--- config.mk ---
export PLATFORM = sky130hd
export DESIGN_NAME = command_frame_receiver_flat
export DESIGN_NICKNAME = d
export VERILOG_FILES = /design/src/hdl/cfr_pkg.sv /design/src/hdl/cfr_rx_if.sv /design/src/hdl/cfr_res_if.sv /design/src/hdl/command_frame_receiver.sv /design/src/flat_wrapper.sv
export VERILOG_INCLUDE_DIRS = /design/src /design/src/hdl
export SDC_FILE = /design/constraint.sdc
export NUM_CORES = 1
export LEC_CHECK = 0
export BUFFER_PORTS_ARGS = -buffer_cell sky130_fd_sc_hd__buf_2
export CORE_UTILIZATION = 45
export CTS_CLUSTER_DIAMETER = 50
export CTS_CLUSTER_SIZE = 28
export DETAILED_ROUTE_END_ITERATION = 10
export HOLD_SLACK_MARGIN = 0.12
export PLACE_DENSITY = 0.65
export SETUP_SLACK_MARGIN = 0.5
export SYNTH_ARGS = -nofsm -noshare
export SYNTH_HDL_FRONTEND = slang
export SYNTH_SLANG_ARGS = --single-unit
--- constraint.sdc ---
create_clock -name clk_i -period 5.42 [get_ports clk_i]
set_input_delay 0.813 -clock clk_i [delete_from_list [all_inputs] [get_ports clk_i]]
set_output_delay 0.813 -clock clk_i [all_outputs]
set_load 0.05 [all_outputs]
--- src/hdl/command_frame_receiver_macros.svh ---
// ----------------------------------------------------------------------------
// command_frame_receiver_macros
// Assertion macros for the command frame receiver; empty under synthesis.
// ----------------------------------------------------------------------------
`ifndef COMMAND_FRAME_RECEIVER_MACROS_SVH
`define COMMAND_FRAME_RECEIVER_MACROS_SVH

`ifndef SYNTHESIS
// Implication within the same cycle.
`define CFR_ASSERT_NOW(lbl, clk, rstn, ante, cons) \
  lbl: assert property (@(posedge clk) disable iff (!rstn) (ante) |-> (cons)) \
    else $error("assertion failed");
// Implication in the next cycle.
`define CFR_ASSERT_NEXT(lbl, clk, rstn, ante, cons) \
  lbl: assert property (@(posedge clk) disable iff (!rstn) (ante) |=> (cons)) \
    else $error("assertion failed");
`else
`define CFR_ASSERT_NOW(lbl, clk, rstn, ante, cons)
`define CFR_ASSERT_NEXT(lbl, clk, rstn, ante, cons)
`endif

`endif

--- src/hdl/cfr_pkg.sv ---
// ----------------------------------------------------------------------------
// cfr_pkg
// Types, codes and constants of the command frame receiver.
// ----------------------------------------------------------------------------
package cfr_pkg;

  localparam int unsigned CFG_IDX_W = 1;
  localparam int unsigned POS_W     = 9;

  typedef enum logic [CFG_IDX_W-1:0] {
    CFG_START_PREFIX  = 1'b0,
    CFG_WAKEUP_PREFIX = 1'b1
  } cfr_cfg_idx_e;

  typedef enum logic [2:0] {
    ST_IDLE  = 3'd0,
    ST_ADDR  = 3'd1,
    ST_CMD   = 3'd2,
    ST_BOOT  = 3'd3,
    ST_START = 3'd4,
    ST_READ  = 3'd5,
    ST_WRITE = 3'd6,
    ST_CKS   = 3'd7
  } cfr_state_e;

  typedef enum logic [2:0] {
    EV_BUSY  = 3'd0,
    EV_TIME  = 3'd1,
    EV_DATA  = 3'd2,
    EV_OK    = 3'd3,
    EV_CKERR = 3'd4,
    EV_ABORT = 3'd5
  } cfr_event_e;

  localparam logic [7:0] ADDR_BYTE      = 8'hFF;
  localparam logic [7:0] WAKEUP_SEED    = 8'hFF;
  localparam logic [7:0] CMD_CTRL0      = 8'h00;
  localparam logic [7:0] CMD_CTRL1      = 8'h01;
  localparam logic [7:0] CMD_CTRL2      = 8'h02;
  localparam logic [7:0] CMD_CTRL6      = 8'h06;
  localparam logic [7:0] CMD_READ       = 8'h03;
  localparam logic [7:0] CMD_READ_B     = 8'h0B;
  localparam logic [7:0] CMD_READ_E     = 8'h0E;
  localparam logic [7:0] CMD_WRITE      = 8'h04;
  localparam logic [7:0] CMD_START_TIME = 8'h0A;
  localparam logic [7:0] CMD_BOOT       = 8'h09;

  localparam logic [POS_W-1:0] BOOT_KEY_LEN = 9'd5;
  localparam logic [POS_W-1:0] HDR_BYTES    = 9'd3;
  localparam logic [POS_W-1:0] HDR_LEN      = 9'd4;

  // Boot key, one byte per position.
  function automatic logic [7:0] boot_key(input logic [2:0] idx);
    logic [7:0] key;
    case (idx)
      3'd0:    key = 8'h66;
      3'd1:    key = 8'h99;
      3'd2:    key = 8'h55;
      3'd3:    key = 8'hFF;
      default: key = 8'h00;
    endcase
    return key;
  endfunction

  // Parser state that follows a command byte; idle for unknown codes.
  function automatic cfr_state_e cmd_next_state(input logic [7:0] cmd);
    cfr_state_e nxt;
    case (cmd) inside
      CMD_CTRL0, CMD_CTRL1, CMD_CTRL2, CMD_CTRL6: nxt = ST_CKS;
      CMD_READ, CMD_READ_B, CMD_READ_E:          nxt = ST_READ;
      CMD_WRITE:                                 nxt = ST_WRITE;
      CMD_START_TIME:                            nxt = ST_START;
      CMD_BOOT:                                  nxt = ST_BOOT;
      default:                                   nxt = ST_IDLE;
    endcase
    return nxt;
  endfunction

endpackage

--- src/hdl/cfr_rx_if.sv ---
// ----------------------------------------------------------------------------
// cfr_rx_if
// Received byte channel with valid/ready handshake.
// ----------------------------------------------------------------------------
interface cfr_rx_if;
  logic       valid;
  logic       ready;
  logic [7:0] rx_byte;

  modport source (output valid, output rx_byte, input ready);
  modport sink (input valid, input rx_byte, output ready);
endinterface

--- src/hdl/cfr_res_if.sv ---
// ----------------------------------------------------------------------------
// cfr_res_if
// Decode event channel with valid/ready handshake.
// ----------------------------------------------------------------------------
interface cfr_res_if;
  logic        valid;
  logic        ready;
  logic [2:0]  event_res;
  logic [7:0]  command;
  logic [23:0] mem_addr;
  logic [7:0]  byte_count;
  logic [7:0]  data_byte;
  logic [7:0]  data_index;

  modport source (
    output valid, output event_res, output command, output mem_addr,
    output byte_count, output data_byte, output data_index, input ready
  );
  modport sink (
    input valid, input event_res, input command, input mem_addr,
    input byte_count, input data_byte, input data_index, output ready
  );
endinterface

--- src/hdl/command_frame_receiver.sv ---
// ----------------------------------------------------------------------------
// command_frame_receiver
// Byte-wise decoder of prefixed, checksummed command frames.
// ----------------------------------------------------------------------------
// Usage:
//   rx_i carries one received byte per request. Each byte gives exactly one
//   request on res_o: an event code (busy, start-time byte, write-data byte,
//   accepted, checksum error, aborted) plus the command, 24-bit address and
//   count of the current frame and, for payload events, the byte and index.
//   A checksum error means the host should reply 0xEE.
//   cfg_we_i/cfg_idx_i/cfg_wdata_i set the start and wake-up prefixes; write
//   them only while no byte is in flight.
//   An event is registered; it appears in the cycle after its byte is taken.
//   Throughput: one byte per cycle unless res_o stalls; the parser state
//   update and result register are a single step: back-to-back bytes have no gaps.
//   Reset clears the parser to idle, all frame fields and both prefixes to
//   zero and empties the result register.
//   When the receiver of res_o stalls, the result register holds its event
//   and rx_i.ready drops until it is taken; one accepted byte in the same
//   cycle as the taking refills it.
// ----------------------------------------------------------------------------
`include "command_frame_receiver_macros.svh"

module command_frame_receiver #(
  parameter int unsigned START_TIME_BYTES = 8
) (
  input  logic                          clk_i,
  input  logic                          rst_ni,
  input  logic                          cfg_we_i,
  input  logic [cfr_pkg::CFG_IDX_W-1:0] cfg_idx_i,
  input  logic [7:0]                    cfg_wdata_i,
  cfr_rx_if.sink                        rx_i,
  cfr_res_if.source                     res_o
);
  import cfr_pkg::*;

  localparam logic [POS_W-1:0] StartLen = POS_W'(START_TIME_BYTES);

  // Configuration.
  logic [7:0] start_prefix_q, wakeup_prefix_q;

  // Parser state.
  cfr_state_e       state_q, state_d;
  logic [7:0]       sum_q, sum_d;
  logic [POS_W-1:0] pos_q, pos_d;
  logic [7:0]       cmd_q, cmd_d;
  logic [23:0]      addr_q, addr_d;
  logic [7:0]       count_q, count_d;

  // Result register.
  logic       res_valid_q, res_valid_d;
  cfr_event_e ev_q, ev_d;
  logic [7:0] dbyte_q, dbyte_d;
  logic [7:0] didx_q, didx_d;

  logic             rx_fire;
  logic [7:0]       b;
  logic [POS_W-1:0] pos_inc;
  logic [7:0]       sum_add;
  cfr_state_e       cmd_state;
  logic             key_ok;
  logic             cks_ok;

  // Take a new byte whenever the result register is empty or draining.
  assign rx_i.ready = !res_valid_q || res_o.ready;
  assign rx_fire    = rx_i.valid && rx_i.ready;
  assign b          = rx_i.rx_byte;

  assign pos_inc   = pos_q + POS_W'(1);
  assign sum_add   = sum_q + b;
  assign cmd_state = cmd_next_state(b);
  assign key_ok    = (pos_q < BOOT_KEY_LEN) && (b == boot_key(pos_q[2:0]));
  assign cks_ok    = (b == 8'(8'd0 - sum_q));

  // Next parser state.
  always_comb begin
    state_d = state_q;
    if (rx_fire) begin
      case (state_q)
        ST_IDLE: begin
          // start prefix wins when both prefixes match
          if (b == start_prefix_q) begin
            state_d = ST_ADDR;
          end else if (b == wakeup_prefix_q) begin
            state_d = ST_CMD;
          end else begin
            state_d = ST_IDLE;
          end
        end
        ST_ADDR:  state_d = (b == ADDR_BYTE) ? ST_CMD : ST_IDLE;
        ST_CMD:   state_d = cmd_state;
        ST_BOOT: begin
          if (!key_ok) begin
            state_d = ST_IDLE;
          end else if (pos_q == BOOT_KEY_LEN - POS_W'(1)) begin
            state_d = ST_CKS;
          end
        end
        ST_START: begin
          if (pos_inc >= StartLen) begin
            state_d = ST_CKS;
          end
        end
        ST_READ: begin
          if (pos_q >= HDR_BYTES) begin
            state_d = ST_CKS;
          end
        end
        ST_WRITE: begin
          // count_d already holds the count byte when it arrives now
          if (pos_inc >= ({1'b0, count_d} + HDR_LEN)) begin
            state_d = ST_CKS;
          end
        end
        default: state_d = ST_IDLE;
      endcase
    end
  end

  // Frame fields and result for the accepted byte.
  always_comb begin
    sum_d   = sum_q;
    pos_d   = pos_q;
    cmd_d   = cmd_q;
    addr_d  = addr_q;
    count_d = count_q;
    ev_d    = EV_BUSY;
    dbyte_d = 8'd0;
    didx_d  = 8'd0;
    if (rx_fire) begin
      case (state_q)
        ST_IDLE: begin
          pos_d = '0;
          cmd_d = 8'd0;
          if (b == start_prefix_q) begin
            sum_d = 8'd0;
          end else if (b == wakeup_prefix_q) begin
            // wake-up frames skip the address byte; seed its sum
            sum_d = WAKEUP_SEED;
          end else begin
            sum_d = 8'd0;
            ev_d  = EV_ABORT;
          end
        end
        ST_ADDR: begin
          if (b == ADDR_BYTE) begin
            sum_d = sum_add;
          end else begin
            sum_d = 8'd0;
            ev_d  = EV_ABORT;
          end
        end
        ST_CMD: begin
          cmd_d = b;
          if (cmd_state == ST_IDLE) begin
            sum_d = 8'd0;
            ev_d  = EV_ABORT;
          end else begin
            sum_d = sum_add;
          end
        end
        ST_BOOT: begin
          if (key_ok) begin
            sum_d = sum_add;
            if (pos_q != BOOT_KEY_LEN - POS_W'(1)) begin
              pos_d = pos_inc;
            end
          end else begin
            sum_d = 8'd0;
            ev_d  = EV_ABORT;
          end
        end
        ST_START: begin
          sum_d   = sum_add;
          pos_d   = pos_inc;
          ev_d    = EV_TIME;
          dbyte_d = b;
          didx_d  = pos_q[7:0];
        end
        ST_READ: begin
          sum_d = sum_add;
          pos_d = pos_inc;
          if (pos_q < HDR_BYTES) begin
            addr_d = {addr_q[15:0], b};
          end else begin
            count_d = b;
          end
        end
        ST_WRITE: begin
          sum_d = sum_add;
          pos_d = pos_inc;
          if (pos_q < HDR_BYTES) begin
            addr_d = {addr_q[15:0], b};
          end else if (pos_q == HDR_BYTES) begin
            count_d = b;
          end else begin
            ev_d    = EV_DATA;
            dbyte_d = b;
            didx_d  = pos_q[7:0] - HDR_LEN[7:0];
          end
        end
        default: begin
          // checksum byte closes the frame either way
          sum_d = 8'd0;
          ev_d  = cks_ok ? EV_OK : EV_CKERR;
        end
      endcase
    end
  end

  assign res_valid_d = rx_fire || (res_valid_q && !res_o.ready);

  always_ff @(posedge clk_i or negedge rst_ni) begin
    if (!rst_ni) begin
      start_prefix_q  <= 8'd0;
      wakeup_prefix_q <= 8'd0;
    end else if (cfg_we_i) begin
      case (cfr_cfg_idx_e'(cfg_idx_i))
        CFG_START_PREFIX:  start_prefix_q  <= cfg_wdata_i;
        CFG_WAKEUP_PREFIX: wakeup_prefix_q <= cfg_wdata_i;
        default: begin
        end
      endcase
    end
  end

  always_ff @(posedge clk_i or negedge rst_ni) begin
    if (!rst_ni) begin
      state_q     <= ST_IDLE;
      sum_q       <= 8'd0;
      pos_q       <= '0;
      cmd_q       <= 8'd0;
      addr_q      <= 24'd0;
      count_q     <= 8'd0;
      res_valid_q <= 1'b0;
    end else begin
      state_q     <= state_d;
      sum_q       <= sum_d;
      pos_q       <= pos_d;
      cmd_q       <= cmd_d;
      addr_q      <= addr_d;
      count_q     <= count_d;
      res_valid_q <= res_valid_d;
    end
  end

  // Payload of the result register; load on every accepted byte.
  always_ff @(posedge clk_i) begin
    if (rx_fire) begin
      ev_q    <= ev_d;
      dbyte_q <= dbyte_d;
      didx_q  <= didx_d;
    end
  end

  assign res_o.valid      = res_valid_q;
  assign res_o.event_res  = ev_q;
  // frame fields are only updated on accepts, so they match the held event
  assign res_o.command    = cmd_q;
  assign res_o.mem_addr   = addr_q;
  assign res_o.byte_count = count_q;
  assign res_o.data_byte  = dbyte_q;
  assign res_o.data_index = didx_q;

  `CFR_ASSERT_NEXT(a_cks_to_idle, clk_i, rst_ni, rx_fire && (state_q == ST_CKS), state_q == ST_IDLE)
  `CFR_ASSERT_NEXT(a_fire_gives_result, clk_i, rst_ni, rx_fire, res_valid_q)
  `CFR_ASSERT_NOW(a_idle_sum_clear, clk_i, rst_ni, state_q == ST_IDLE, sum_q == 8'd0)
  `CFR_ASSERT_NOW(a_time_index_range, clk_i, rst_ni, res_valid_q && (ev_q == EV_TIME), {1'b0, didx_q} < StartLen)

endmodule

--- src/flat_wrapper.sv ---
// flat-port wrapper written by rule: the top's interface ports become plain ports
module command_frame_receiver_flat import cfr_pkg::*;
#(
  parameter int unsigned START_TIME_BYTES = 8
)
  (clk_i, rst_ni, cfg_we_i, cfg_idx_i, cfg_wdata_i, rx_i_valid, rx_i_rx_byte, rx_i_ready, res_o_valid, res_o_event_res, res_o_command, res_o_mem_addr, res_o_byte_count, res_o_data_byte, res_o_data_index, res_o_ready);
  cfr_rx_if rx_i_i ();
  cfr_res_if res_o_i ();
  input  logic clk_i;
  input  logic rst_ni;
  input  logic cfg_we_i;
  input  logic [cfr_pkg::CFG_IDX_W-1:0] cfg_idx_i;
  input  logic [7:0] cfg_wdata_i;
  input wire logic [$bits(rx_i_i.valid)-1:0] rx_i_valid;
  input wire logic [$bits(rx_i_i.rx_byte)-1:0] rx_i_rx_byte;
  output wire logic [$bits(rx_i_i.ready)-1:0] rx_i_ready;
  output wire logic [$bits(res_o_i.valid)-1:0] res_o_valid;
  output wire logic [$bits(res_o_i.event_res)-1:0] res_o_event_res;
  output wire logic [$bits(res_o_i.command)-1:0] res_o_command;
  output wire logic [$bits(res_o_i.mem_addr)-1:0] res_o_mem_addr;
  output wire logic [$bits(res_o_i.byte_count)-1:0] res_o_byte_count;
  output wire logic [$bits(res_o_i.data_byte)-1:0] res_o_data_byte;
  output wire logic [$bits(res_o_i.data_index)-1:0] res_o_data_index;
  input wire logic [$bits(res_o_i.ready)-1:0] res_o_ready;
  assign rx_i_i.valid = rx_i_valid;
  assign rx_i_i.rx_byte = rx_i_rx_byte;
  assign rx_i_ready = rx_i_i.ready;
  assign res_o_valid = res_o_i.valid;
  assign res_o_event_res = res_o_i.event_res;
  assign res_o_command = res_o_i.command;
  assign res_o_mem_addr = res_o_i.mem_addr;
  assign res_o_byte_count = res_o_i.byte_count;
  assign res_o_data_byte = res_o_i.data_byte;
  assign res_o_data_index = res_o_i.data_index;
  assign res_o_i.ready = res_o_ready;
  command_frame_receiver #(.START_TIME_BYTES(START_TIME_BYTES)) u_core (.clk_i(clk_i), .rst_ni(rst_ni), .cfg_we_i(cfg_we_i), .cfg_idx_i(cfg_idx_i), .cfg_wdata_i(cfg_wdata_i), .rx_i(rx_i_i), .res_o(res_o_i));
endmodule
# Yosys cells after proc, flatten, opt, wreduce, memory -nomap -nowiden
# Cells that the tools add are included.
# classes
eq_ne	32
n_addsub	5
mux	45
order_cmp	5
bitwise_logic	1
n_reduce_logical	23
# ops
operator	n
8-bit two-way mux	13
8-bit one-hot mux with 2 select lines	4
3-bit two-way mux	17
3-bit one-hot mux with 7 select lines	2
8-bit one-hot mux with 5 select lines	1
8-bit by 4-bit equality test with 1-bit output (second input constant)	4
8-bit equality test	4
8-bit one-hot mux with 4 select lines	1
9-bit one-hot mux with 3 select lines	1
9-bit two-way mux	2
8-bit by 2-bit equality test with 1-bit output (second input constant)	2
8-bit by 3-bit equality test with 1-bit output (second input constant)	2
3-bit by 2-bit equality test with 1-bit output (second input constant)	4
2-bit by 1-bit != test with 1-bit output (second input constant)	5
8-bit by 3-bit adder with 9-bit output (second input constant)	1
9-bit by 1-bit adder with 9-bit output (second input constant)	1
3-bit equality test (second input constant)	3
9-bit by 2-bit equality test with 1-bit output (second input constant)	1
9-bit by 3-bit equality test with 1-bit output (second input constant)	1
9-bit by 2-bit greater-or-equal comparator with 1-bit output (second input constant)	1
9-bit by 4-bit greater-or-equal comparator with 1-bit output (second input constant)	1
9-bit greater-or-equal comparator	1
3-bit zero test	3
9-bit by 2-bit less-than comparator with 1-bit output (second input constant)	1
24 further kinds	35
# word_totals
reg_bits	96
input_bits	22
elab_cells	123
output_inout_bits	61

# Longest topological paths before layout
# Gate-level depths: netlist of run 1.
# depth
ltp_word	9
mapped_depth	17

# Worst setup path after synthesis of run 1
# OpenSTA, ideal clock, no wires.
# synth_timing
path_type	register -> register
startpoint	reg u_core.pos_q[1]
endpoint	reg u_core.state_q[0]
path_buffers	1
required_ps	5295
setup_slack_ps	1432
synth_period_minus_slack_ps	3988
setup_time_ps	125
stages_incl_launch_ff	15
t_arrival_ps	3864
cell_sequence	dfrtp_1 > clkbuf_1 > a2111oi_0 > nand2b_1 > a32oi_2 > mux2_2 > ha_1 > xor2_1 > ha_1 > a21o_1 > a21oi_1 > o21ai_0 > a2111oi_0 > nor3b_1 > mux2_2
# synth_between
elab_chain_len	9
# synth_lines
element	line_no	source
start, declared	command_frame_receiver.sv:45	logic [POS_W-1:0] pos_q, pos_d;
start signal, assigned	command_frame_receiver.sv:239	pos_q <= pos_d;
branches (longest 3 deep; another with 9-bit by 2-bit less-than comparator with 1-bit output)	n/a	
8-bit one-hot mux with 2 select lines *	command_frame_receiver.sv:131	case (state_q)
8-bit two-way mux *	command_frame_receiver.sv:130	if (rx_fire) begin
named net u_core.count_d[3]	command_frame_receiver.sv:48	logic [7:0] count_q, count_d;
8-bit by 3-bit adder with 9-bit output *	command_frame_receiver.sv:111	if (pos_inc >= ({1'b0, count_d} + HDR_LEN)) begin
9-bit greater-or-equal comparator *	command_frame_receiver.sv:111	
2-bit by 1-bit != test with 1-bit output (no line) *	n/a	
5-bit AND reduction (no line) *	n/a	
end signal, assigned	command_frame_receiver.sv:237	state_q <= state_d;
end, declared	command_frame_receiver.sv:43	cfr_state_e state_q, state_d;
# Mark *: on every way through the listed nets, which the timed path passes.
# A chain may end at the register's enable or synchronous reset.

# Final worst setup path of run 1
# layout_timing
startpoint	reg u_core.pos_q[0]
endpoint	reg u_core.state_q[0]
# The elaborated chain is that of the path after synthesis.

==> impl_metrics.yaml, run 1 <==
global_routing:
  grt_pass1_wl_um: 21500
  grtUsageTotal_pct: 21.4
  antenna_found_initial: 0
  overflow: 0
  grt_max_degree: 78
  met1_usage_pct: 29.9
  busiest_layer: "met2"
  grtUsageMet3_pct: 2.36
  use_met2_pct: 34.7
  grt_pass1_vias: 4192
floorplanning:
  rows: 40
  initial_core_util_pct: 46.2
  die_h_um: 113
  die_width_um: 113
  die_area_um2: 12800
  core_region_area_um2: 12100
  io_pins: 83
place:
  routabilityCongestion: 0.875
  hpwlAfterDp_um: 9320
  io_buffers: 82
worst_setup_path:
  crit_arrival_ns: 4.78
  worstPathRequired_ns: 5.66
  crit_path_max_fanout: 10
  startpoint_type: "flip-flop"
  cp_cell_sequence: "a2111oi_0 > nand2b_1 > a32oi_2 > mux2_2 > ha_1 > xor2_1 > ha_1 > a21o_1 > a21oi_1 > o21ai_0 > a2111oi_0 > nor3b_1 > mux2_2"
  cp-end-kind: "flip-flop"
  crit_slowest_cell: "a2111oi_0"
  slowest_delay_ns: 0.86
  worstSetupPathType: "flip-flop to flip-flop"
cells_and_area:
  antennaDiodeCount: 0
  fillers: 1099
  final_core_util_pct: 52.9
  drive_gt1_share_pct: 25.0
  nets: 656
  area_growth_pct: 14.5
flow_run:
  max-cap-violations: 0
clocking:
  cts_resized: 0
  cts.sinks: 96
  cts_buffer_depth: 2
  clk_latency_ns: 0.35
  ctsRootBufferMaster: "clkbuf_16"
  h-tree-depth: 3
  cts_tree: "built"
  post_cts_buffers: 0
  hold_buffers: 0
  numCtsBuffers: 9
  clk_pin_slew_ns: 0.07
drt:
  dr.pass1.iters: 5
  ant_nets: 0
  wl_per_cell_um: 16.8
  drt_wl_total_um: 13100
  num_vias: 4320
  drc: 0
  via_per_inst: 5.54
  first_iter_violations: 267
timing:
  grt_setup_unrepaired: "false"
  worstMarginPinSlew_ns: 1.04
  slew_headroom_pct: 30.4
  clock_skew_ns: 0.00775
  period_needed_ns: 4.55
  setup_viol_count_final: 0
  finalMaxSlewViolations: 0
  timing.final.crit_share_pct: 83.9
  hold_viol_final: 0
  tns_ns: 0
  fmax_ghz: 0.220
power_and_ir_drop:
  pwr-share-clk_pct: 20.5
  power_switching_mw: 1.43
  swShare_pct: 44.3
  seq_power_share_pct: 34.7
  cellPowerDensity_nw_per_um2: 507
  ir_drop_v: 0.000199
  combPwrFrac_pct: 44.8
  p_int_mw: 1.80
  p_leak_nw: 3.00
synthesis:
  synth_fp_nets: 592
  yosysTopAreaCell: "dfrtp_1"
  synth-async-reset-ratio_pct: 80.2
  synth_most_common_cell: "dfrtp_1"
  synth_ff_type: "dfrtp_1"
  syn_area_um2: 5570
  synthTopCellsByCount: "dfrtp_1, nand2_1, mux2_2, o21ai_0, ha_1"
  yosys.cell_types.count: 60
  syn_inst: 543
  synth_top_area_share_pct: 34.6
  synth_warnings: 0
  ys_top_cells_by_area: "dfrtp_1, edfxtp_1, mux2_2"
  syn_area_per_cell_um2: 10.3
  synth-seq-cells: 96
  synth_edf_count: 19
  ys_seq_area_share_pct: 44.8
run_status:
  status: "completed"
worst_hold_path:
  holdCritPathClass: "flip-flop to flip-flop"
[state kept, by name (all words and copies together), names as in the netlist]
name and flops:
u_core.res_o.command 8, u_core.start_prefix_q 8, u_core.res_o.byte_count 8, u_core.res_o.valid 1, u_core.res_o.data_index 8, u_core.res_o.event_res 3
u_core.pos_q 9, u_core.sum_q 8, u_core.wakeup_prefix_q 8, u_core.state_q 3, u_core.res_o.data_byte 8, u_core.res_o.mem_addr 24
[critical path, delay by kind of cell, from the launching register on]
kind                       cells  cell delay (ns)
and+or+nand+nor                2             0.29
adders and majority gates      2             0.51
DFF                            1             0.47
xor gates and xnor gates       1             0.16
AOI/OAI and AO/OA              6             2.29
muxes                          2             0.71
[through the flow]
step	hold WS [ns]	instances	worst slack (ns)	instance area [um2]	power, mW
2_1_floorplan	0.500	543	1.43	5570	2.26
3_3_place_gp	0.461	764	0.985	6080	2.55
3_5_place_dp	0.467	764	0.920	6080	2.58
4_1_cts	0.483	780	0.890	6380	3.25
5_1_grt	0.504	780	0.589	6380	3.43
6_report	0.482	780	0.873	6380	3.24
[power by group through the flow]
stage | sequential (mW) | combinational (mW) | clock [mW]
after floorplan | 1.44 | 0.815 | 0
after global placement | 1.12 | 1.42 | 0
after detailed placement | 1.13 | 1.45 | 0
after CTS | 1.12 | 1.45 | 0.680
after global routing | 1.15 | 1.58 | 0.700
final | 1.12 | 1.45 | 0.663
[layer usage]
layer / vias to the layer above / wire length (um)
met5: - / 0
met4: 0 / 156
met3: 11 / 727
met2: 151 / 6060
met1: 2086 / 6180
li1: 2072 / -
[cells in the final DEF (no fill, tap or decap), types with 5 or more instances in the layout]
cell type and instances:
a21o_1 9, a21oi_1 24, a221o_1 7, and2_1 14, buf_2 81, clkbuf_16 9, dfrtp_1 77, edfxtp_1 19
ha_1 26, inv_1 19, mux2_2 44, nand2_1 60, nand2b_1 10, nand3_1 7, nand4_1 5, nor2_1 24
nor2b_1 6, nor3_1 9, nor4_1 6, o21ai_0 31, o21bai_1 6, or3_1 5, xnor2_1 23, xor2_1 17
[path summary, 6_finish.rpt]
| kind | from | endpoint | slack, ns | cells after the start |
|---|---|---|---|---|
| setup / recovery | u_core.pos_q[0] | u_core.state_q[0] | 0.87 | 13 |
| hold / removal | u_core.res_o.command[4] | u_core.res_o.command[4] | 0.48 | 2 |
| setup reg to reg | u_core.pos_q[0] | u_core.state_q[0] | 0.87 | 13 |
| hold reg to reg | u_core.res_o.command[4] | u_core.res_o.command[4] | 0.48 | 2 |
| max in group asynchronous | rst_ni | u_core.res_o.valid | 4.17 | 1 |
| min in group asynchronous | rst_ni | u_core.wakeup_prefix_q[7] | 0.62 | 1 |
[logic make-up (layout without fill, tap and decap cells)]
family          after synthesis  count (layout)  share of synthesized area (%)
compound gates              116             116                           14.5
simple gates                167             167                           15.1
buf+inv                      50             119                           3.66
xor+xnor                     40              40                           6.28
mux                          47              47                           9.43
fa+ha+maj                    27              27                           6.20
flops                        96              96                           44.8
[layout make-up]
type                    count  area (um2)  area share [%]
repair buffers             83         420            6.58
clock inverters             7        83.8            1.31
flip-flops and latches     96        2500            39.1
well taps                 168         210            3.29
clock buffers               9         225            3.53
inverters                  20        75.1            1.18
multi-input cells         397        2870            45.0
(Power assumes the default switching activity.)
==> run 2, diff against run 1 <==
Settings changed: PLACE_DENSITY 0.65 to 0.68.
Clock period 5.42 ns to 4.02 ns, I/O delays scaled along.
==> run 2 against run 1 <==
Net effect: die area stayed put; flip-flop and latch count unchanged; setup slack worse by 0.52 ns; sequential power increased by 31%; worst hold slack worse by 0.059 ns; sequential share of layout area decreased by 1.5 points; non-clock buffer count grew 22; clock-buffer cell count grew 1; final area is 4.4% higher; critical path type unchanged; critical endpoint unchanged; largest cell class unchanged.
==> impl_metrics.yaml, run 2 (synthesis gave the netlist of run 1 again) <==
worst_setup_path:
  startpoint_type: "flip-flop"
  slowest_delay_ns: 0.58
  crit_slowest_cell: "or4_4"
  worstPathRequired_ns: 4.26
  rrSetupSlack_ns: 0.35
  reg2reg_depth: 14
  critPathCapture: "u_core.state_q[0]"
  cp_cell_sequence: "or4_4 > or3_4 > a21oi_4 > nand2_2 > o21ai_4 > ha_4 > xor2_2 > ha_1 > a21o_1 > a21oi_2 > o21ai_2 > a2111oi_4 > nor3b_2 > mux2_2"
  worstSetupPathType: "flip-flop to flip-flop"
  cp.depth: 14
  crit_path_max_fanout: 6
  reg2reg_from: "u_core.pos_q[8]"
  reg2reg_to: "u_core.state_q[0]"
  crit_arrival_ns: 3.91
  cp-startpoint: "u_core.pos_q[8]"
  cp-end-kind: "flip-flop"
  critPathTopFamily: "compound AO/OA/AOI/OAI gates"
  path_buf_inv: 0
cells_and_area:
  largest_reg_flops: 24
  antennaDiodeCount: 0
  area_growth_pct: 19.6
  fin_area_um2: 6670
  drive_gt1_share_pct: 31.2
  most-common-layout-cells: "buf_2, dfrtp_1, nand2_1"
  final_core_util_pct: 55.3
  nets: 678
  final_common_cell: "buf_2"
global_routing:
  grt_pass1_vias: 4345
  overflow: 0
  antenna_found_initial: 0
  grt_max_degree: 78
  grtUsageTotal_pct: 22.0
  grt_pass1_wl_um: 22000
place:
  hpwlAfterDp_um: 9480
  dpl_worst_slack_ns: 0.182
  io_buffers: 82
  routabilityCongestion: 0.845
  place_area_um2: 6230
clocking:
  numCtsBuffers: 9
  hold_buffers: 0
  cts.sinks: 96
  cts_buffer_depth: 2
  cts_tree: "built"
  h-tree-depth: 3
  clk_latency_ns: 0.35
  ctsRootBufferMaster: "clkbuf_16"
  clk_pin_slew_ns: 0.07
timing:
  clock_skew_ns: 0.00783
  slew_headroom_pct: 33.0
  worstMarginPinSlew_ns: 0.998
  hold_viol_final: 0
  grt_setup_unrepaired: "true"
  period_needed_ns: 3.67
  setup_viol_count_final: 0
  finalMaxSlewViolations: 0
  timing.final.crit_share_pct: 91.3
  tns_ns: 0
  worst_slack_ns: 0.350
  fmax_ghz: 0.272
power_and_ir_drop:
  combPwrFrac_pct: 48.7
  swShare_pct: 44.7
  ir_drop_v: 0.000313
  cellPowerDensity_nw_per_um2: 669
  pwr-share-clk_pct: 18.4
  p_int_mw: 2.47
  power_switching_mw: 1.99
  total_power_mw: 4.46
  p_leak_nw: 3.09
  seq_power_share_pct: 33.0
drt:
  via_per_inst: 5.55
  ant_nets: 0
  drt_wl_total_um: 13400
  dr.pass1.iters: 4
  wl_per_cell_um: 16.7
  drc: 0
  num_vias: 4454
  first_iter_violations: 291
floorplanning:
  die_h_um: 113
  die_area_um2: 12800
  rows: 40
  core_region_area_um2: 12100
  initial_core_util_pct: 46.2
  io_pins: 83
  die_width_um: 113
flow_run:
  max-cap-violations: 0
worst_hold_path:
  holdCritPathClass: "primary input to asynchronous set/reset pin"
run_status:
  status: "completed"
## run 2: changes by cell type in the layout (fill, tap and decap cells not counted), moves of 2 or more
cell / before / now
a2111oi_0: 2 / 0
a2111oi_4: 1 / 3
a21oi_1: 24 / 22
buf_4: 2 / 24
clkinvlp_4: 0 / 3
dfrtp_1: 77 / 71
dfrtp_2: 0 / 6
inv_1: 19 / 16
inv_2: 0 / 2
o21ai_0: 31 / 28
## run 2: what timing repair did
item                                    4_1_cts  5_1_grt
endpoints found under the setup margin        2        2
pin swaps                                     3        9
buffers inserted                              5        7
gates resized for setup                       5       13
## run 2: how the worst min path moves through the flow
stage / endpoint / cells past startpoint / slack, ns
2_1_floorplan: u_core.pos_q[0] / 0 / 0.31
3_3_place_gp: u_core.res_o.command[2] / 2 / 0.46
3_5_place_dp: u_core.res_o.command[4] / 2 / 0.47
4_1_cts: u_core.start_prefix_q[7] / 1 / 0.46
5_1_grt: u_core.wakeup_prefix_q[5] / 2 / 0.50
6_report: u_core.wakeup_prefix_q[5] / 1 / 0.42
## run 2: worst register-to-register path, stage by stage (launching register included)
cell and delay, ns:
dfrtp_2 0.41, or4_4 0.58, or3_4 0.36, a21oi_4 0.22
nand2_2 0.10, o21ai_4 0.21, ha_4 0.18, xor2_2 0.11
ha_1 0.25, a21o_1 0.19, a21oi_2 0.12, o21ai_2 0.08
a2111oi_4 0.36, nor3b_2 0.10, mux2_2 0.27
## run 2: final cells by class
| type | instances | area [um2] |
|---|---|---|
| Clock inverter | 6 | 50.0 |
| Clock buffer | 10 | 229 |
| Tap cell | 168 | 210 |
| Inverter | 20 | 78.8 |
| Multi-Input combinational cell | 397 | 3010 |
| Fill cell | 1082 | 5400 |
| Sequential cell | 96 | 2500 |
| Timing Repair Buffer | 105 | 586 |
## run 2: metrics by stage
| step | hold WS (ns) | instances |
|---|---|---|
| floorplan | 0.307 | 543 |
| CTS | 0.464 | 795 |
| global route | 0.497 | 802 |
| finish | 0.422 | 802 |
| global placement | 0.460 | 774 |
| detailed placement | 0.471 | 774 |
## run 2: layer usage
layer  GRT usage, %  vias to the layer above  part of all wire, %
met5              0                        -                    0
met4           8.51                        0                  1.3
met3           2.68                       15                  4.9
met2           33.4                      136                   45
met1           32.0                     2183                   48
li1               -                     2120                    -
## run 2: power groups by stage
stage / clock network (mW) / logic, mW / registers [mW]
finish: 0.819 / 2.17 / 1.47
floorplan: 0 / 1.15 / 1.95
global placement: 0 / 2.04 / 1.48
global route: 0.870 / 2.36 / 1.51
detailed placement: 0 / 2.08 / 1.49
CTS: 0.834 / 2.11 / 1.47
